File: src/hdl/cidp_pkg.sv
// ----------------------------------------------------------------------------
// cidp_pkg
// Types and constants shared by the caller-ID frame parser.
// ----------------------------------------------------------------------------
package cidp_pkg;

	localparam int unsigned QDEPTH   = 4;
	localparam int unsigned QPTR_W   = $clog2(QDEPTH);
	localparam int unsigned QCNT_W   = $clog2(QDEPTH + 1);
	localparam int unsigned CFG_IDX_W = 3;
	localparam int unsigned POS_W    = 9;
	localparam logic [7:0]  DATE_LEN = 8'd8;
	localparam logic [7:0]  CHAR_P   = 8'h50;
	localparam logic [7:0]  CHAR_O   = 8'h4F;

	localparam logic [CFG_IDX_W-1:0] REG_SINGLE_FMT = 3'd0;
	localparam logic [CFG_IDX_W-1:0] REG_MULTI_FMT  = 3'd1;
	localparam logic [CFG_IDX_W-1:0] REG_DATETIME   = 3'd2;
	localparam logic [CFG_IDX_W-1:0] REG_NUMBER     = 3'd3;
	localparam logic [CFG_IDX_W-1:0] REG_ABSENT     = 3'd4;

	localparam logic [1:0] KIND_HEADER = 2'd0;
	localparam logic [1:0] KIND_DATA   = 2'd1;
	localparam logic [1:0] KIND_STATUS = 2'd2;

	localparam logic [1:0] ST_OK       = 2'd0;
	localparam logic [1:0] ST_BAD_SUM  = 2'd1;
	localparam logic [1:0] ST_BAD_TYPE = 2'd2;

	localparam logic [0:0] CMD_BYTE    = 1'b0;
	localparam logic [0:0] CMD_RESTART = 1'b1;

	typedef enum logic [3:0] {
		MK_NONE    = 4'b0001,
		MK_SINGLE  = 4'b0010,
		MK_MULTI   = 4'b0100,
		MK_UNKNOWN = 4'b1000
	} msg_kind_t;

	typedef enum logic [2:0] {
		PH_TYPE = 3'b001,
		PH_LEN  = 3'b010,
		PH_DATA = 3'b100
	} rec_phase_t;

	typedef struct packed {
		logic [7:0] single_format_code;
		logic [7:0] multi_format_code;
		logic [7:0] datetime_record_code;
		logic [7:0] number_record_code;
		logic [7:0] absent_record_code;
	} cfg_t;

	typedef struct packed {
		logic [1:0] kind;
		logic [7:0] param_type;
		logic [7:0] record_length;
		logic [7:0] data_byte;
		logic       last_in_record;
		logic [1:0] frame_status;
		logic       last;
	} result_t;

endpackage

File: src/hdl/cidp_if.sv
// ----------------------------------------------------------------------------
// cidp channel interfaces
// Valid/ready channels for received bytes, results and register writes.
// ----------------------------------------------------------------------------
interface cidp_in_if;
	logic       valid;
	logic       ready;
	logic       cmd;
	logic [7:0] rx_byte;
	modport source (output valid, cmd, rx_byte, input ready);
	modport sink   (input valid, cmd, rx_byte, output ready);
endinterface

interface cidp_out_if;
	logic       valid;
	logic       ready;
	logic [1:0] kind;
	logic [7:0] param_type;
	logic [7:0] record_length;
	logic [7:0] data_byte;
	logic       last_in_record;
	logic [1:0] frame_status;
	logic       last;
	modport source (output valid, kind, param_type, record_length, data_byte,
		last_in_record, frame_status, last, input ready);
	modport sink   (input valid, kind, param_type, record_length, data_byte,
		last_in_record, frame_status, last, output ready);
endinterface

interface cidp_cfg_if;
	logic                           valid;
	logic                           ready;
	logic [cidp_pkg::CFG_IDX_W-1:0] reg_index;
	logic [7:0]                     wr_data;
	modport source (output valid, reg_index, wr_data, input ready);
	modport sink   (input valid, reg_index, wr_data, output ready);
endinterface

File: src/hdl/cidp_parser.sv
// ----------------------------------------------------------------------------
// cidp_parser
// Frame state and per-byte result generation: up to two results per item.
// ----------------------------------------------------------------------------
module cidp_parser (
	input  logic                           clk,
	input  logic                           arst_n,
	input  logic                           accept,
	input  logic                           cmd,
	input  logic [7:0]                     rx_byte,
	input  cidp_pkg::cfg_t                 cfg,
	output logic [1:0]                     push_cnt,
	output cidp_pkg::result_t              res0,
	output cidp_pkg::result_t              res1
);

	logic [cidp_pkg::POS_W-1:0] frame_pos_q, frame_pos_d;
	logic [7:0]                 payload_len_q, payload_len_d;
	cidp_pkg::msg_kind_t        msg_kind_q, msg_kind_d;
	logic [7:0]                 running_sum_q, running_sum_d;
	cidp_pkg::rec_phase_t       rec_phase_q, rec_phase_d;
	logic [7:0]                 rec_type_q, rec_type_d;
	logic [7:0]                 rec_remaining_q, rec_remaining_d;
	logic                       frame_done_q, frame_done_d;

	logic [cidp_pkg::POS_W-1:0] p;
	logic                       in_payload;
	logic                       flast;
	logic [7:0]                 sum_new;
	logic [7:0]                 rem_new;
	logic                       lir;
	cidp_pkg::result_t          hdr, dat, sts;

	assign p          = frame_pos_q - cidp_pkg::POS_W'(2);
	assign in_payload = (frame_pos_q >= cidp_pkg::POS_W'(2)) &&
		(p < {1'b0, payload_len_q});
	assign flast      = ((p + cidp_pkg::POS_W'(1)) == {1'b0, payload_len_q});
	assign sum_new    = running_sum_q + rx_byte;

	always_comb begin
		frame_pos_d     = frame_pos_q;
		payload_len_d   = payload_len_q;
		msg_kind_d      = msg_kind_q;
		running_sum_d   = running_sum_q;
		rec_phase_d     = rec_phase_q;
		rec_type_d      = rec_type_q;
		rec_remaining_d = rec_remaining_q;
		frame_done_d    = frame_done_q;
		push_cnt        = 2'd0;
		rem_new         = 8'd0;
		lir             = 1'b0;
		hdr             = '0;
		dat             = '0;
		sts             = '0;
		res0            = '0;
		res1            = '0;

		if (cmd == cidp_pkg::CMD_RESTART) begin
			frame_pos_d     = '0;
			payload_len_d   = '0;
			msg_kind_d      = cidp_pkg::MK_NONE;
			running_sum_d   = '0;
			rec_phase_d     = cidp_pkg::PH_TYPE;
			rec_type_d      = '0;
			rec_remaining_d = '0;
			frame_done_d    = 1'b0;
		end else if (!frame_done_q) begin
			running_sum_d = sum_new;
			if (frame_pos_q == '0) begin
				if (rx_byte == cfg.single_format_code)
					msg_kind_d = cidp_pkg::MK_SINGLE;
				else if (rx_byte == cfg.multi_format_code)
					msg_kind_d = cidp_pkg::MK_MULTI;
				else
					msg_kind_d = cidp_pkg::MK_UNKNOWN;
				frame_pos_d = cidp_pkg::POS_W'(1);
			end else if (frame_pos_q == cidp_pkg::POS_W'(1)) begin
				payload_len_d = rx_byte;
				frame_pos_d   = cidp_pkg::POS_W'(2);
			end else if (in_payload) begin
				frame_pos_d = frame_pos_q + cidp_pkg::POS_W'(1);
				case (msg_kind_q)
					cidp_pkg::MK_SINGLE: begin
						if (rec_remaining_q == '0) begin
							if (p == '0) begin
								rec_type_d = cfg.datetime_record_code;
								rem_new    = cidp_pkg::DATE_LEN;
							end else if (rx_byte == cidp_pkg::CHAR_P ||
								rx_byte == cidp_pkg::CHAR_O) begin
								rec_type_d = cfg.absent_record_code;
								rem_new    = 8'd1;
							end else begin
								rec_type_d = cfg.number_record_code;
								rem_new    = payload_len_q - cidp_pkg::DATE_LEN;
							end
							hdr.kind          = cidp_pkg::KIND_HEADER;
							hdr.param_type    = rec_type_d;
							hdr.record_length = rem_new;
						end else begin
							rem_new = rec_remaining_q;
						end
						rec_remaining_d    = rem_new - 8'd1;
						lir                = (rec_remaining_d == '0) || flast;
						dat.kind           = cidp_pkg::KIND_DATA;
						dat.param_type     = rec_type_d;
						dat.data_byte      = rx_byte;
						dat.last_in_record = lir;
						dat.last           = 1'b1;
						if (rec_remaining_q == '0) begin
							res0     = hdr;
							res1     = dat;
							push_cnt = 2'd2;
						end else begin
							res0     = dat;
							push_cnt = 2'd1;
						end
					end
					cidp_pkg::MK_MULTI: begin
						case (rec_phase_q)
							cidp_pkg::PH_TYPE: begin
								rec_type_d  = rx_byte;
								rec_phase_d = cidp_pkg::PH_LEN;
							end
							cidp_pkg::PH_LEN: begin
								rec_remaining_d   = rx_byte;
								hdr.kind          = cidp_pkg::KIND_HEADER;
								hdr.param_type    = rec_type_q;
								hdr.record_length = rx_byte;
								hdr.last          = 1'b1;
								res0              = hdr;
								push_cnt          = 2'd1;
								rec_phase_d = (rx_byte == '0) ? cidp_pkg::PH_TYPE
									: cidp_pkg::PH_DATA;
							end
							default: begin
								rec_remaining_d    = rec_remaining_q - 8'd1;
								dat.kind           = cidp_pkg::KIND_DATA;
								dat.param_type     = rec_type_q;
								dat.data_byte      = rx_byte;
								dat.last_in_record = (rec_remaining_d == '0) || flast;
								dat.last           = 1'b1;
								res0               = dat;
								push_cnt           = 2'd1;
								if (rec_remaining_d == '0)
									rec_phase_d = cidp_pkg::PH_TYPE;
							end
						endcase
					end
					default: ;
				endcase
			end else begin
				sts.kind = cidp_pkg::KIND_STATUS;
				if (msg_kind_q == cidp_pkg::MK_UNKNOWN || msg_kind_q == cidp_pkg::MK_NONE)
					sts.frame_status = cidp_pkg::ST_BAD_TYPE;
				else if (sum_new != '0)
					sts.frame_status = cidp_pkg::ST_BAD_SUM;
				else
					sts.frame_status = cidp_pkg::ST_OK;
				sts.last     = 1'b1;
				res0         = sts;
				push_cnt     = 2'd1;
				frame_done_d = 1'b1;
			end
		end
	end

	always_ff @(posedge clk or negedge arst_n) begin
		if (!arst_n) begin
			frame_pos_q     <= '0;
			payload_len_q   <= '0;
			msg_kind_q      <= cidp_pkg::MK_NONE;
			running_sum_q   <= '0;
			rec_phase_q     <= cidp_pkg::PH_TYPE;
			rec_type_q      <= '0;
			rec_remaining_q <= '0;
			frame_done_q    <= 1'b0;
		end else if (accept) begin
			frame_pos_q     <= frame_pos_d;
			payload_len_q   <= payload_len_d;
			msg_kind_q      <= msg_kind_d;
			running_sum_q   <= running_sum_d;
			rec_phase_q     <= rec_phase_d;
			rec_type_q      <= rec_type_d;
			rec_remaining_q <= rec_remaining_d;
			frame_done_q    <= frame_done_d;
		end
	end

endmodule

File: src/hdl/cidp_outq.sv
// ----------------------------------------------------------------------------
// cidp_outq
// Small result queue: takes up to two results a cycle, hands out one.
// ----------------------------------------------------------------------------
module cidp_outq (
	input  logic                          clk,
	input  logic                          arst_n,
	input  logic [1:0]                    push_cnt,
	input  cidp_pkg::result_t             push0,
	input  cidp_pkg::result_t             push1,
	input  logic                          pop,
	output logic                          has_room,
	output logic                          not_empty,
	output cidp_pkg::result_t             head
);

	cidp_pkg::result_t                 mem_q [cidp_pkg::QDEPTH];
	logic [cidp_pkg::QPTR_W-1:0]       wr_ptr_q, rd_ptr_q;
	logic [cidp_pkg::QCNT_W-1:0]       count_q;
	logic [cidp_pkg::QPTR_W-1:0]       wr_ptr1;
	logic                              do_pop;

	assign wr_ptr1   = wr_ptr_q + cidp_pkg::QPTR_W'(1);
	assign not_empty = (count_q != '0);
	assign has_room  = (count_q <= cidp_pkg::QCNT_W'(cidp_pkg::QDEPTH - 2));
	assign head      = mem_q[rd_ptr_q];
	assign do_pop    = pop && not_empty;

	always_ff @(posedge clk) begin
		if (push_cnt != 2'd0)
			mem_q[wr_ptr_q] <= push0;
		if (push_cnt == 2'd2)
			mem_q[wr_ptr1] <= push1;
	end

	always_ff @(posedge clk or negedge arst_n) begin
		if (!arst_n) begin
			wr_ptr_q <= '0;
			rd_ptr_q <= '0;
			count_q  <= '0;
		end else begin
			wr_ptr_q <= wr_ptr_q + cidp_pkg::QPTR_W'(push_cnt);
			if (do_pop)
				rd_ptr_q <= rd_ptr_q + cidp_pkg::QPTR_W'(1);
			count_q <= count_q + cidp_pkg::QCNT_W'(push_cnt)
				- cidp_pkg::QCNT_W'(do_pop);
		end
	end

endmodule

File: src/hdl/caller_id_frame_parser_top.sv
// ----------------------------------------------------------------------------
// caller_id_frame_parser_top
// Caller-ID message parser for single and multiple data message formats.
// ----------------------------------------------------------------------------
// Usage:
//   rx  : one item per demodulated byte (cmd = 0) or a restart (cmd = 1).
//   res : record headers, record data bytes and the frame status, in order;
//         last marks the final result caused by one rx item.
//   cfg : register writes (format codes and reported record types), always
//         ready; write only while the block is idle.
// Each rx item is parsed in the cycle it is accepted and its zero, one or
// two results are written into a four-entry result queue that drives res.
// rx accepts one item per cycle while the queue has room for two results,
// so a byte that yields a header and a data byte takes two transfers on
// the single res port; sustained rate is one item per cycle for one-result
// bytes while res is ready, set by the one-result-per-cycle res port. When
// res stalls, the queue fills and rx.ready drops; nothing is lost.
// Reset clears the frame state and the queue and loads the default codes.
// ----------------------------------------------------------------------------
module caller_id_frame_parser_top (
	input  logic        clk,
	input  logic        arst_n,
	cidp_cfg_if.sink    cfg,
	cidp_in_if.sink     rx,
	cidp_out_if.source  res
);

	cidp_pkg::cfg_t    cfg_q;
	cidp_pkg::result_t res0, res1, head;
	logic [1:0]        push_cnt;
	logic              has_room, not_empty, accept;

	assign cfg.ready = 1'b1;
	assign rx.ready  = has_room;
	assign accept    = rx.valid && has_room;

	always_ff @(posedge clk or negedge arst_n) begin
		if (!arst_n) begin
			cfg_q.single_format_code   <= 8'd4;
			cfg_q.multi_format_code    <= 8'd128;
			cfg_q.datetime_record_code <= 8'd1;
			cfg_q.number_record_code   <= 8'd2;
			cfg_q.absent_record_code   <= 8'd4;
		end else if (cfg.valid) begin
			case (cfg.reg_index)
				cidp_pkg::REG_SINGLE_FMT: cfg_q.single_format_code   <= cfg.wr_data;
				cidp_pkg::REG_MULTI_FMT:  cfg_q.multi_format_code    <= cfg.wr_data;
				cidp_pkg::REG_DATETIME:   cfg_q.datetime_record_code <= cfg.wr_data;
				cidp_pkg::REG_NUMBER:     cfg_q.number_record_code   <= cfg.wr_data;
				cidp_pkg::REG_ABSENT:     cfg_q.absent_record_code   <= cfg.wr_data;
				default: ;
			endcase
		end
	end

	cidp_parser u_parser (
		.clk      (clk),
		.arst_n   (arst_n),
		.accept   (accept),
		.cmd      (rx.cmd),
		.rx_byte  (rx.rx_byte),
		.cfg      (cfg_q),
		.push_cnt (push_cnt),
		.res0     (res0),
		.res1     (res1)
	);

	cidp_outq u_outq (
		.clk       (clk),
		.arst_n    (arst_n),
		.push_cnt  (accept ? push_cnt : 2'd0),
		.push0     (res0),
		.push1     (res1),
		.pop       (res.ready),
		.has_room  (has_room),
		.not_empty (not_empty),
		.head      (head)
	);

	assign res.valid          = not_empty;
	assign res.kind           = head.kind;
	assign res.param_type     = head.param_type;
	assign res.record_length  = head.record_length;
	assign res.data_byte      = head.data_byte;
	assign res.last_in_record = head.last_in_record;
	assign res.frame_status   = head.frame_status;
	assign res.last           = head.last;

endmodule

File: src/flat_wrapper.sv
// flat-port wrapper written by rule: the top's interface ports become plain ports
module caller_id_frame_parser_top_flat 
  (clk, arst_n, cfg_valid, cfg_reg_index, cfg_wr_data, cfg_ready, rx_valid, rx_cmd, rx_rx_byte, rx_ready, res_valid, res_kind, res_param_type, res_record_length, res_data_byte, res_last_in_record, res_frame_status, res_last, res_ready);
  cidp_cfg_if cfg_i ();
  cidp_in_if rx_i ();
  cidp_out_if res_i ();
  input  logic clk;
  input  logic arst_n;
  input wire logic [$bits(cfg_i.valid)-1:0] cfg_valid;
  input wire logic [$bits(cfg_i.reg_index)-1:0] cfg_reg_index;
  input wire logic [$bits(cfg_i.wr_data)-1:0] cfg_wr_data;
  output wire logic [$bits(cfg_i.ready)-1:0] cfg_ready;
  input wire logic [$bits(rx_i.valid)-1:0] rx_valid;
  input wire logic [$bits(rx_i.cmd)-1:0] rx_cmd;
  input wire logic [$bits(rx_i.rx_byte)-1:0] rx_rx_byte;
  output wire logic [$bits(rx_i.ready)-1:0] rx_ready;
  output wire logic [$bits(res_i.valid)-1:0] res_valid;
  output wire logic [$bits(res_i.kind)-1:0] res_kind;
  output wire logic [$bits(res_i.param_type)-1:0] res_param_type;
  output wire logic [$bits(res_i.record_length)-1:0] res_record_length;
  output wire logic [$bits(res_i.data_byte)-1:0] res_data_byte;
  output wire logic [$bits(res_i.last_in_record)-1:0] res_last_in_record;
  output wire logic [$bits(res_i.frame_status)-1:0] res_frame_status;
  output wire logic [$bits(res_i.last)-1:0] res_last;
  input wire logic [$bits(res_i.ready)-1:0] res_ready;
  assign cfg_i.valid = cfg_valid;
  assign cfg_i.reg_index = cfg_reg_index;
  assign cfg_i.wr_data = cfg_wr_data;
  assign cfg_ready = cfg_i.ready;
  assign rx_i.valid = rx_valid;
  assign rx_i.cmd = rx_cmd;
  assign rx_i.rx_byte = rx_rx_byte;
  assign rx_ready = rx_i.ready;
  assign res_valid = res_i.valid;
  assign res_kind = res_i.kind;
  assign res_param_type = res_i.param_type;
  assign res_record_length = res_i.record_length;
  assign res_data_byte = res_i.data_byte;
  assign res_last_in_record = res_i.last_in_record;
  assign res_frame_status = res_i.frame_status;
  assign res_last = res_i.last;
  assign res_i.ready = res_ready;
  caller_id_frame_parser_top u_core (.clk(clk), .arst_n(arst_n), .cfg(cfg_i), .rx(rx_i), .res(res_i));
endmodule
File: config.mk
export PLATFORM = sky130hd
export DESIGN_NAME = caller_id_frame_parser_top_flat
export DESIGN_NICKNAME = d
export VERILOG_FILES = /design/src/hdl/cidp_pkg.sv /design/src/hdl/cidp_if.sv /design/src/hdl/cidp_parser.sv /design/src/hdl/cidp_outq.sv /design/src/hdl/caller_id_frame_parser_top.sv /design/src/flat_wrapper.sv
export SDC_FILE = /design/constraint.sdc
export NUM_CORES = 1
export LEC_CHECK = 0
export ABC_AREA = 1
export BUFFER_PORTS_ARGS = -buffer_cell sky130_fd_sc_hd__buf_4
export CAP_MARGIN = 10
export CORE_MARGIN = 2
export CORE_UTILIZATION = 40
export CTS_CLUSTER_DIAMETER = 120
export CTS_CLUSTER_SIZE = 20
export DETAILED_ROUTE_END_ITERATION = 12
export GPL_TIMING_DRIVEN = 0
export PLACE_DENSITY_LB_ADDON = 0.25
export SLEW_MARGIN = 10
export SYNTH_ARGS = -nofsm -noshare
export SYNTH_HDL_FRONTEND = slang
export SYNTH_SLANG_ARGS = --single-unit
File: constraint.sdc
create_clock -name clk -period 4.9 [get_ports clk]
set_clock_uncertainty 0.05 [all_clocks]
set_input_delay 0.735 -clock clk [delete_from_list [all_inputs] [get_ports clk]]
set_output_delay 0.735 -clock clk [all_outputs]
set_load 0.01 [all_outputs]
==> results of run 1 <==
==> stage by stage <==
step | hold slack [ns] | instances
final | 0.291 | 1978
after global routing | 0.380 | 1978
after CTS | 0.348 | 1978
after detailed placement | 0.377 | 1956
after global placement | 0.372 | 1956
after floorplan | 0.364 | 1511
==> metal layers <==
| metal | up-vias | share of wire (%) |
|---|---|---|
| met5 | - | 0 |
| met4 | 0 | 2.3 |
| met3 | 58 | 6.8 |
| met2 | 407 | 46 |
| met1 | 5017 | 45 |
| li1 | 5252 | - |
==> worst reg2reg max path: stages, from the launching register on <==
cell     delay [ns]
dfrtp_1        0.43
inv_1          0.26
ha_1           0.33
inv_1          0.09
ha_1           0.24
a21o_1         0.18
a31oi_1        0.14
o21ai_0        0.10
nand2_1        0.07
nand2_1        0.06
nand2_1        0.05
nand2_1        0.04
nand2_1        0.06
nand2_2        0.18
nor2_8         0.23
nand2_4        0.12
nor2_8         0.16
nand2_1        0.31
inv_1          0.20
nor2_2         0.08
buf_6          0.15
inv_1          0.65
==> flip-flops by register name (all words and copies together) (netlist names), 3 cells and up <==
name and count:
u_core.u_parser.rec_type_q 8, u_core.u_outq.mem_q 120, u_core.u_parser.rec_phase_q 3, u_core.u_outq.count_q 3, u_core.u_parser.payload_len_q 8, u_core.u_parser.msg_kind_q 4
u_core.u_parser.rec_remaining_q 8, u_core.cfg_q 40, u_core.u_parser.frame_pos_q 9, u_core.u_parser.running_sum_q 8
==> final cells by class <==
type | count | area [µm²] | share of cell area [%]
inverters | 144 | 543 | 4.05
repair buffers | 55 | 417 | 3.11
flip-flops and latches | 216 | 5570 | 41.5
plain buffers | 71 | 327 | 2.43
clock inverters | 1 | 30.0 | 0.224
multi-input cells | 1080 | 5640 | 42.0
clock buffers | 21 | 398 | 2.97
well taps | 390 | 488 | 3.64
==> power by group <==
| group | switching, mW | internal [mW] |
|---|---|---|
| logic | 2.27 | 1.27 |
| registers | 0.222 | 2.17 |
| clock network | 0.637 | 0.620 |
| total | 3.12 | 4.06 |
==> how the worst max path moves through the flow <==
stage                                                end                                       start
global placement    u_core.u_outq.mem_q[2][26]$_DFFE_PP_  u_core.u_parser.frame_pos_q[1]$_DFFE_PN0P_
CTS                 u_core.u_outq.mem_q[3][23]$_DFFE_PP_  u_core.u_parser.frame_pos_q[1]$_DFFE_PN0P_
finish              u_core.u_outq.mem_q[2][25]$_DFFE_PP_  u_core.u_parser.frame_pos_q[1]$_DFFE_PN0P_
detailed placement  u_core.u_outq.mem_q[3][26]$_DFFE_PP_  u_core.u_parser.frame_pos_q[1]$_DFFE_PN0P_
global route         u_core.u_outq.mem_q[3][8]$_DFFE_PP_  u_core.u_parser.frame_pos_q[1]$_DFFE_PN0P_
floorplan            u_core.u_outq.mem_q[2][0]$_DFFE_PP_  u_core.u_parser.frame_pos_q[1]$_DFFE_PN0P_
==> placed cells by master (no fill, tap or decap), types with 10 or more instances in the layout <==
master	count
a21oi_1	26
a31oi_1	12
buf_2	18
buf_4	58
clkbuf_1	48
clkbuf_16	15
dfrtp_1	89
dfxtp_1	44
edfxtp_1	76
ha_1	30
inv_1	129
inv_2	11
nand2_1	357
nand3_1	51
nand4_1	33
nor2_1	153
nor3_1	13
o211ai_1	12
o21ai_0	177
o22ai_1	103
or2_2	10
xor2_1	31
==> cells by family (layout without fill, tap and decap cells) <==
family,after synthesis,in the layout,synth area share (%)
AOI/OAI and AO/OA,352,352,16.7
xor gates and xnor gates,37,37,2.68
adders and majority gates,32,32,3.44
buffers and inverters,215,292,7.20
DFF,216,216,46.1
other,1,1,0.0310
and+or+nand+nor,658,658,23.9
==> flow_summary_export.csv, run 1 <==
group,metric,value,unit
yosys,synth_flop_cell,"dfrtp_1",
yosys,yosysTopAreaCell,"edfxtp_1",
yosys,synth.avg_cell_area,8.00,µm²
cts,h-tree-depth,1,
die,core_area,29700,µm²
run,drv_cap,0,
worst_setup_path,crit_buf_inv,5,
global_route,grtUsageMet1,30.9,%
yosys,yosysSeqAreaShare,46.1,%
die,initial_core_util,40.7,%
sta,period_share,92.8,%
final_layout,area_growth,11.0,%
die,fp.dieW,178,µm
worst_setup_path,worstPathArrival,4.62,ns
worst_setup_path,slowest_delay,0.65,ns
final_layout,final_cell_area,13400,µm²
power_and_ir_drop,vdd_drop_max,0.267,mV
detailed_routing,drtIter0Drc,851,
global_route,use_met2,36.0,%
detailed_routing,vias,10700,
worst_setup_path,worstReg2RegStart,"u_core.u_parser.frame_pos_q[1]$_DFFE_PN0P_",
worst_setup_path,rr_endpoint,"u_core.u_outq.mem_q[2][25]$_DFFE_PP_",
placement,io_buffers,55,
yosys,synth_common_cells,"357 x nand2_1, 177 x o21ai_0, 153 x nor2_1",
detailed_routing,ant_nets,0,
die,die-area,31600,µm²
placement,gp_congestion,0.921,
worst_setup_path,start_kind,"register",
die,io_pins,58,
worst_setup_path,critical_path_required,4.97,ns
cts,clock_latency,0.49,ns
worst_setup_path,crit_top_cell,"nand2_1",
cts,clkSinkCount,216,
final_layout,num_antenna_cells,0,
yosys,synth_warnings,0,
global_route,grt_max_degree,97,
yosys,async_flop_share,44.4,%
global_route,grt_pass1_wl,54800,µm
yosys,syn-num-nets,1568,
worst_setup_path,reg2reg_depth,21,
power_and_ir_drop,p_leak,5.89,nW
sta,drv_slew,0,
cts,cts_made_buffers,14,
sta,relSlewSlack,28.9,%
yosys,syn_inst,1511,
cts,cts_buffer_depth,3,
final_layout,fillCellCount,2989,
sta,fin_tns_setup,0,ns
yosys,synth_area_leaders,"edfxtp_1 19%, dfrtp_1 18%, nand2_1 11%",
yosys,synth-edff-count,76,
global_route,busiest_layer,"met2",
power_and_ir_drop,total_power,7.19,mW
global_route,grt_usage,22.0,%
worst_setup_path,slowest_stage,"inv_1",
cts,clk_pin_slew_worst_paths,0.09,ns
yosys,yosysUniqueCellTypes,59,
worst_setup_path,critPathKind,"reg -> reg",
placement,hpwlAfterDp,25100,µm
yosys,synth.most_common_cell,"nand2_1",
worst_setup_path,cpLargestDelayFamily,"simple AND/OR/NAND/NOR gates",
worst_setup_path,path_max_fanout,19,
sta,fmax,220,MHz
yosys,ys_ff_latch,216,
run_status,run_status,"completed",
global_route,grtUsageMet3,2.89,%
placement,dpl-instance-area,13000,µm²
cts,cts_tree,"built",
cts,cts_hold_buf,0,
cts,postCtsSetupRepairBufs,0,
global_route,grt_pass1_vias,9928,
global_route,grt_antenna_before_repair,0,
final_layout,finalNetCount,1639,
sta,finalWorstSetupSlack,0.354,ns
die,die_y,178,µm
detailed_routing,drc,0,
worst_setup_path,path_cells,"inv_1 -> ha_1 -> inv_1 -> ha_1 -> a21o_1 -> a31oi_1 -> o21ai_0 -> nand2_1 -> nand2_1 -> nand2_1 -> nand2_1 -> nand2_1 -> nand2_2 -> nor2_8 -> nand2_4 -> nor2_8 -> nand2_1 -> inv_1 -> nor2_2 -> buf_6 -> inv_1",
sta,worstMarginPinSlew,1.06,ns
placement,dp_slack,0.347,ns
final_layout,post-route-util,45.2,%
min_path,hp-class,"in -> async",
power_and_ir_drop,powerDensity,536,nW/µm²
cts,cts-resized-gates,0,
cts,cts_root_buf,"clkbuf_16",
worst_setup_path,cp-end-kind,"register",
final_layout,drive_above_1_share,10.2,%
worst_setup_path,cp.depth,21,
detailed_routing,wl,34800,µm
detailed_routing,firstDrtPassIters,5,
global_route,grt_overflow,0,
detailed_routing,viasPerCell,5.43,
die,fp-row-count,63,
yosys,synth_top_area_share,18.9,%
sta,finalSetupViolCount,0,
sta,rsz0062_at_grt,"no",
worst_setup_path,rrSetupSlack,0.35,ns
sta,final-hold-violation-count,0,
sta,period_minus_slack,4.55,ns
yosys,synth_area,12100,µm²
detailed_routing,post_drt_wl_per_cell,17.6,µm
(Power assumes the default switching activity.)
==> run 2, diff against run 1 <==
HOLD_SLACK_MARGIN = 0.15   (was not set)
SYNTH_HIERARCHICAL = 1   (was not set)
clock period = 4.8 ns   (was 4.9 ns; I/O delays follow)
==> run 2 against run 1 <==
  * Worst setup slack improved by 0.041 ns
  * Clock power about the same
  * Clock-buffer cell count increased by 1
  * Cell area increased by 13%
  * Total power increased by 7.8%
  * Flip-flop and latch count unchanged
  * Global-route usage increased by 0.88 points
==> flow_summary_export.csv, run 2 <==
group,metric,value,unit
cts,clk_pin_slew_worst_paths,0.09,ns
placement,hpwlAfterDp,30500,µm
yosys,yosysTopAreaCell,"edfxtp_1",
cts,cts_buffer_depth,3,
yosys,synth_area,13400,µm²
die,die_y,187,µm
final_layout,reg_top3,"u_core/u_outq/mem_q x120, u_core/cfg_q x40, u_core/u_parser/frame_pos_q x9",
detailed_routing,ant_nets,0,
yosys,synth_compound_area_share,8.31,%
sta,rsz0062_at_grt,"no",
sta,period_minus_slack,4.40,ns
final_layout,most-common-layout-cells,"652 x nand2_1, 179 x nand3_1, 142 x o21ai_0, 135 x nor2_1, 127 x inv_1",
yosys,synth-edff-count,120,
placement,io_buffers,55,
cts,cts_tree,"built",
worst_setup_path,path_max_fanout,15,
global_route,grt_pass1_wl,63200,µm
worst_setup_path,critPathKind,"reg -> reg",
global_route,grt_usage,22.9,%
yosys,synth_mux_area_share,0,%
sta,finalSetupViolCount,0,
worst_setup_path,rr_endpoint,"u_core/u_outq/mem_q[3][19]$_DFFE_PP_",
worst_setup_path,worstReg2RegStart,"u_core/u_parser/frame_pos_q[2]$_DFFE_PN0P_",
final_layout,final_common_cell,"nand2_1",
die,initial_core_util,40.4,%
yosys,async_flop_share,44.4,%
sta,drv_slew,0,
worst_setup_path,slowest_stage,"dfrtp_2",
power_and_ir_drop,powerDensity,511,nW/µm²
yosys,synth-xor-area-share,2.34,%
yosys,synth_common_cells,"656 x nand2_1, 179 x nand3_1, 143 x o21ai_0",
final_layout,num_antenna_cells,0,
final_layout,post-route-util,45.6,%
min_path,hp-class,"in -> async",
final_layout,area_growth,12.7,%
detailed_routing,viasPerCell,5.17,
yosys,synth_fa_ha_area_share,3.18,%
power_and_ir_drop,vdd_drop_max,0.209,mV
sta,fin_tns_setup,0,ns
die,fp-row-count,67,
run_status,run_status,"completed",
worst_setup_path,critical_path_required,4.95,ns
power_and_ir_drop,p_leak,7.25,nW
final_layout,regMostFlops,"u_core/u_outq/mem_q",
final_layout,fillCellCount,3365,
worst_setup_path,cp-end-kind,"register",
final_layout,register_area,6020,µm²
detailed_routing,drtIter0Drc,1008,
worst_setup_path,start_kind,"register",
yosys,synth.most_common_cell,"nand2_1",
worst_setup_path,rrSetupSlack,0.40,ns
yosys,synth_top_family_by_area,"simple AND/OR/NAND/NOR gates",
worst_setup_path,path_cells,"inv_1 -> ha_1 -> inv_1 -> ha_1 -> a21oi_1 -> o21ai_0 -> a21o_1 -> a21oi_1 -> o21ai_0 -> o21ai_0 -> nand2_2 -> nor2_1 -> nand2_2 -> clkbuf_4 -> inv_1 -> inv_1 -> nor2_4 -> nand2_1 -> inv_1 -> buf_4 -> nand2_1 -> clkbuf_4 -> o21ai_4 -> buf_16",
cts,cts_root_buf,"clkbuf_16",
die,io_pins,58,
sta,final-hold-violation-count,0,
yosys,ys_ff_latch,216,
detailed_routing,post_drt_wl_per_cell,17.3,µm
final_layout,final_cell_area,15200,µm²
placement,dpl-instance-area,14600,µm²
cts,clkSinkCount,216,
yosys,yosys.area_share.simple,34.2,%
yosys,synth_area_leaders,"edfxtp_1 27%, nand2_1 18%, dfrtp_1 17%",
yosys,synth_top_area_share,26.8,%
die,core_area,33300,µm²
cts,clock_latency,0.49,ns
global_route,grt_overflow,0,
cts,cts_made_buffers,14,
yosys,synth_warnings,6,
die,fp.dieW,187,µm
final_layout,largest_reg_flops,120,
yosys,synth.avg_cell_area,7.52,µm²
worst_setup_path,reg2reg_depth,24,
worst_setup_path,crit_top_cell,"inv_1",
sta,fmax,227,MHz
yosys,yosysSeqAreaShare,44.7,%
detailed_routing,wl,40500,µm
worst_setup_path,slowest_delay,0.44,ns
sta,worstMarginPinSlew,1.05,ns
global_route,grt_antenna_before_repair,0,
final_layout,finalNetCount,1942,
final_layout,multi_input_comb_area,6560,µm²
die,die-area,35100,µm²
placement,gp_congestion,0.919,
sta,worst_hold_slack,0.289,ns
yosys,synth_flop_cell,"edfxtp_1",
global_route,grt_pass1_vias,11400,
yosys,yosysUniqueCellTypes,55,
yosys,syn_inst,1788,
cts,h-tree-depth,1,
detailed_routing,drc,0,
sta,period_share,91.8,%
worst_setup_path,worstPathArrival,4.56,ns
final_layout,drive_above_1_share,11.6,%
sta,relSlewSlack,29.3,%
global_route,grt_max_degree,97,
detailed_routing,vias,12100,
run,drv_cap,0,
detailed_routing,firstDrtPassIters,6,
## run 2: cell count changes after synthesis, moves of 17 or more
cell / before / now
dfxtp_1: 44 / 0
edfxtp_1: 76 / 120
nand2_1: 357 / 656
nand3_1: 51 / 179
nor2_1: 153 / 136
o21ai_0: 177 / 143
o22ai_1: 103 / 0
## run 2: through the flow
stage,std cells,setup slack (ns),power (mW)
after floorplan,1798,0.308,5.22
after global placement,2301,-1.09,6.41
after detailed placement,2304,-0.653,6.47
after CTS,2331,0.0855,7.73
after global routing,2338,0.0139,8.37
final,2338,0.395,7.75
## run 2: cell type report
type	count	area share [%]
repair buffers	70	4.14
flip-flops and latches	216	39.7
well taps	448	3.70
inverters	141	3.49
clock buffers	22	2.78
multi-input cells	1354	43.2
plain buffers	87	2.96
## run 2: critical path: cells and delay by family (launching register included)
kind / cells / cell delay, ns
AND/OR/NAND/NOR: 6 / 0.81
AO/OA/AOI/OAI: 7 / 0.97
buffers and inverters: 9 / 1.20
flip-flops: 1 / 0.44
adder cells (fa/ha/maj): 2 / 0.62
## run 2: timing repair
action	4_1_cts	5_1_grt
pin swaps	3	1
gates resized for setup	9	6
setup endpoints to repair	192	220
hold buffers	0	0
buffers inserted	5	7
## run 2: power breakdown
part | total (mW) | internal, mW | switching (mW) | leakage [nW]
combinational | 4.03 | 1.40 | 2.63 | 4.65
sequential | 2.47 | 2.25 | 0.221 | 2.40
clock | 1.24 | 0.608 | 0.636 | 0.205
total | 7.75 | 4.26 | 3.49 | 7.25
## run 2: kinds of logic (layout without fill, tap and decap cells)
family,after synthesis,after routing
XOR/XNOR,36,36
flip-flops,216,216
other,2,12
AND/OR/NAND/NOR,1070,1070
AO/OA/AOI/OAI,203,203
adder cells (fa/ha/maj),33,33
buffers and inverters,228,320
## run 2: how the worst max path moves through the flow
| stage | from | cells after the start | end | slack (ns) |
|---|---|---|---|---|
| after floorplan | u_core/u_parser/frame_pos_q[1]$_DFFE_PN0P_ | 22 | u_core/u_outq/mem_q[1][0]$_DFFE_PP_ | 0.31 |
| after global placement | u_core/u_parser/frame_pos_q[1]$_DFFE_PN0P_ | 22 | u_core/u_outq/mem_q[1][5]$_DFFE_PP_ | -1.09 |
| after detailed placement | u_core/u_parser/frame_pos_q[1]$_DFFE_PN0P_ | 22 | u_core/u_outq/mem_q[2][2]$_DFFE_PP_ | -0.65 |
| after CTS | u_core/u_parser/frame_pos_q[2]$_DFFE_PN0P_ | 24 | u_core/u_outq/mem_q[3][19]$_DFFE_PP_ | 0.09 |
| after global routing | u_core/u_parser/frame_pos_q[1]$_DFFE_PN0P_ | 24 | u_core/u_outq/mem_q[3][19]$_DFFE_PP_ | 0.01 |
| final | u_core/u_parser/frame_pos_q[2]$_DFFE_PN0P_ | 24 | u_core/u_outq/mem_q[3][19]$_DFFE_PP_ | 0.40 |
## run 2: routing by layer
metal	share of wire (%)	track usage, %	wire length (µm)
met5	0	0	0
met4	3.5	7.36	1420
met3	5.9	2.03	2400
met2	48	39.8	19500
met1	42	30.1	17200
==> run 3, diff against run 2 <==
CTS_BUF_LIST = sky130_fd_sc_hd__clkbuf_16   (was not set)
==> run 3 against run 2 <==
  * Wire length is essentially flat
  * Worst setup slack got worse by 0.0087 ns
  * Sequential share of layout area increased by 0.052 points
  * Die area is the same
  * Register-to-register slack hardly changed
  * Clock power shrank 3%
  * Cell area fell by 0.13%
  * Clock-buffer cell count is 7 lower
  * Global-route usage is the same
  * Critical path type unchanged
  * Largest power group unchanged
==> flow_summary_export.csv, run 3 (synthesized netlist as in run 2, its figures left out) <==
group,metric,value,unit
global_route,grt_pass1_vias,11400,
power_and_ir_drop,powerDensity,509,nW/µm²
cts,clk_pin_slew_worst_paths,0.09,ns
die,die-area,35100,µm²
cts,cts_root_buf,"clkbuf_16",
die,io_pins,58,
run,drv_cap,0,
die,fp-row-count,67,
worst_setup_path,rrSetupSlack,0.39,ns
cts,cts_hold_buf,0,
detailed_routing,firstDrtPassIters,8,
sta,period_share,91.9,%
die,fp.dieW,187,µm
global_route,grt_max_degree,97,
sta,drv_slew,0,
detailed_routing,vias,12100,
sta,fin_tns_setup,0,ns
final_layout,area_growth,12.6,%
final_layout,post-route-util,45.5,%
final_layout,drive_above_1_share,11.5,%
sta,rsz0062_at_grt,"no",
worst_setup_path,slowest_stage,"dfrtp_1",
worst_setup_path,cpLargestDelayFamily,"simple AND/OR/NAND/NOR gates",
cts,cts_buffer_depth,3,
min_path,hp-class,"in -> async",
worst_setup_path,critPathKind,"reg -> reg",
global_route,grt_antenna_before_repair,0,
final_layout,largest_reg_flops,120,
global_route,grt_overflow,0,
detailed_routing,ant_nets,0,
worst_setup_path,critical_path_required,5.00,ns
power_and_ir_drop,total_power,7.71,mW
detailed_routing,drc,0,
placement,io_buffers,55,
worst_setup_path,path_max_fanout,20,
sta,relSlewSlack,29.5,%
worst_setup_path,worstPathArrival,4.61,ns
worst_setup_path,slowest_delay,0.49,ns
detailed_routing,wl,40500,µm
final_layout,most-common-layout-cells,"652 x nand2_1, 179 x nand3_1, 142 x o21ai_0, 135 x nor2_1, 132 x inv_1",
cts,cts_tree,"built",
detailed_routing,drtIter0Drc,1023,
cts,clock_latency,0.49,ns
worst_setup_path,crit_buf_inv,8,
sta,worstMarginPinSlew,1.05,ns
worst_setup_path,crit_top_cell,"inv_1",
placement,hpwlAfterDp,30500,µm
sta,final-hold-violation-count,0,
placement,dp_slack,-0.653,ns
worst_setup_path,cp-end-kind,"register",
cts,h-tree-depth,1,
worst_setup_path,path_cells,"inv_1 -> ha_1 -> nand4_1 -> nand2_1 -> nor2_1 -> nand2_1 -> inv_1 -> o31ai_2 -> inv_1 -> inv_1 -> nor2_1 -> inv_1 -> nand2_1 -> inv_1 -> nand2_1 -> clkbuf_1 -> nand2_4 -> buf_16",
die,core_area,33300,µm²
final_layout,finalNetCount,1942,
die,initial_core_util,40.4,%
worst_setup_path,start_kind,"register",
final_layout,final_common_cell,"nand2_1",
die,die_y,187,µm
cts,clkSinkCount,216,
cts,cts_made_buffers,14,
global_route,grt_pass1_wl,63200,µm
placement,gp_congestion,0.919,
run_status,run_status,"completed",
sta,finalWorstSetupSlack,0.386,ns
sta,fmax,227,MHz
final_layout,num_antenna_cells,0,
sta,finalSetupViolCount,0,
detailed_routing,viasPerCell,5.17,
power_and_ir_drop,vdd_drop_max,0.212,mV
sta,period_minus_slack,4.41,ns
power_and_ir_drop,p_leak,7.26,nW
detailed_routing,post_drt_wl_per_cell,17.3,µm
final_layout,reg_top3,"u_core/u_outq/mem_q x120, u_core/cfg_q x40, u_core/u_parser/frame_pos_q x9",
global_route,grt_usage,22.9,%
final_layout,regMostFlops,"u_core/u_outq/mem_q",
==> run 3: changes by cell type in the layout (fill, tap and decap cells not counted), sizes merged <==
cell    before  now
clkbuf      59   52
clkinv       4    6
inv        137  142
==> run 3: worst paths after layout <==
| path | startpoint | end | cells after the start |
|---|---|---|---|
| max reg2reg | u_core/u_parser/frame_pos_q[0]$_DFFE_PN0P_ | u_core/u_outq/mem_q[1][2]$_DFFE_PP_ | 18 |
| min reg2reg | u_core/cfg_q[17]$_DFFE_PN0P_ | u_core/cfg_q[17]$_DFFE_PN0P_ | 2 |
| min | arst_n | u_core/cfg_q[35]$_DFFE_PN0P_ | 1 |
| min in group clk | cfg_wr_data[1] | u_core/cfg_q[9]$_DFFE_PN1P_ | 3 |
| max | u_core/u_parser/frame_pos_q[0]$_DFFE_PN0P_ | u_core/u_outq/mem_q[1][2]$_DFFE_PP_ | 18 |
| max in group asynchronous | arst_n | u_core/u_parser/frame_pos_q[2]$_DFFE_PN0P_ | 1 |
==> run 3: per-stage QoR <==
step | area (µm²) | instances | hold WS, ns
floorplan | 13500 | 1798 | 0.374
global placement | 14500 | 2301 | 0.399
detailed placement | 14600 | 2304 | 0.404
CTS | 15100 | 2331 | 0.328
global route | 15100 | 2338 | 0.354
finish | 15100 | 2338 | 0.292
==> run 3: final cells by class <==
cell class / instances / area [µm²]
buffer: 87 / 449
clock buffer: 15 / 375
fill: 3365 / 18100
tap: 448 / 561
clock inverter: 7 / 26.3
inverter: 141 / 529
multi-input combinational: 1354 / 6560
sequential: 216 / 6020
timing repair buffer: 70 / 627
==> run 3: what timing repair did <==
item | 4_1_cts | 5_1_grt
setup buffers | 5 | 7
pin swaps | 3 | 1
resized for setup | 9 | 6
setup endpoints to repair | 192 | 219
==> run 3: power by group <==
group	switching (mW)	internal, mW
registers	0.222	2.25
logic	2.64	1.40
clock network	0.636	0.565
total	3.50	4.22
==> run 3: metal layers <==
metal / wire, µm / global-route usage [%]
met1: 17200 / 30.1
met4: 1340 / 7.36
met2: 19600 / 39.8
met5: 0 / 0
met3: 2340 / 2.03
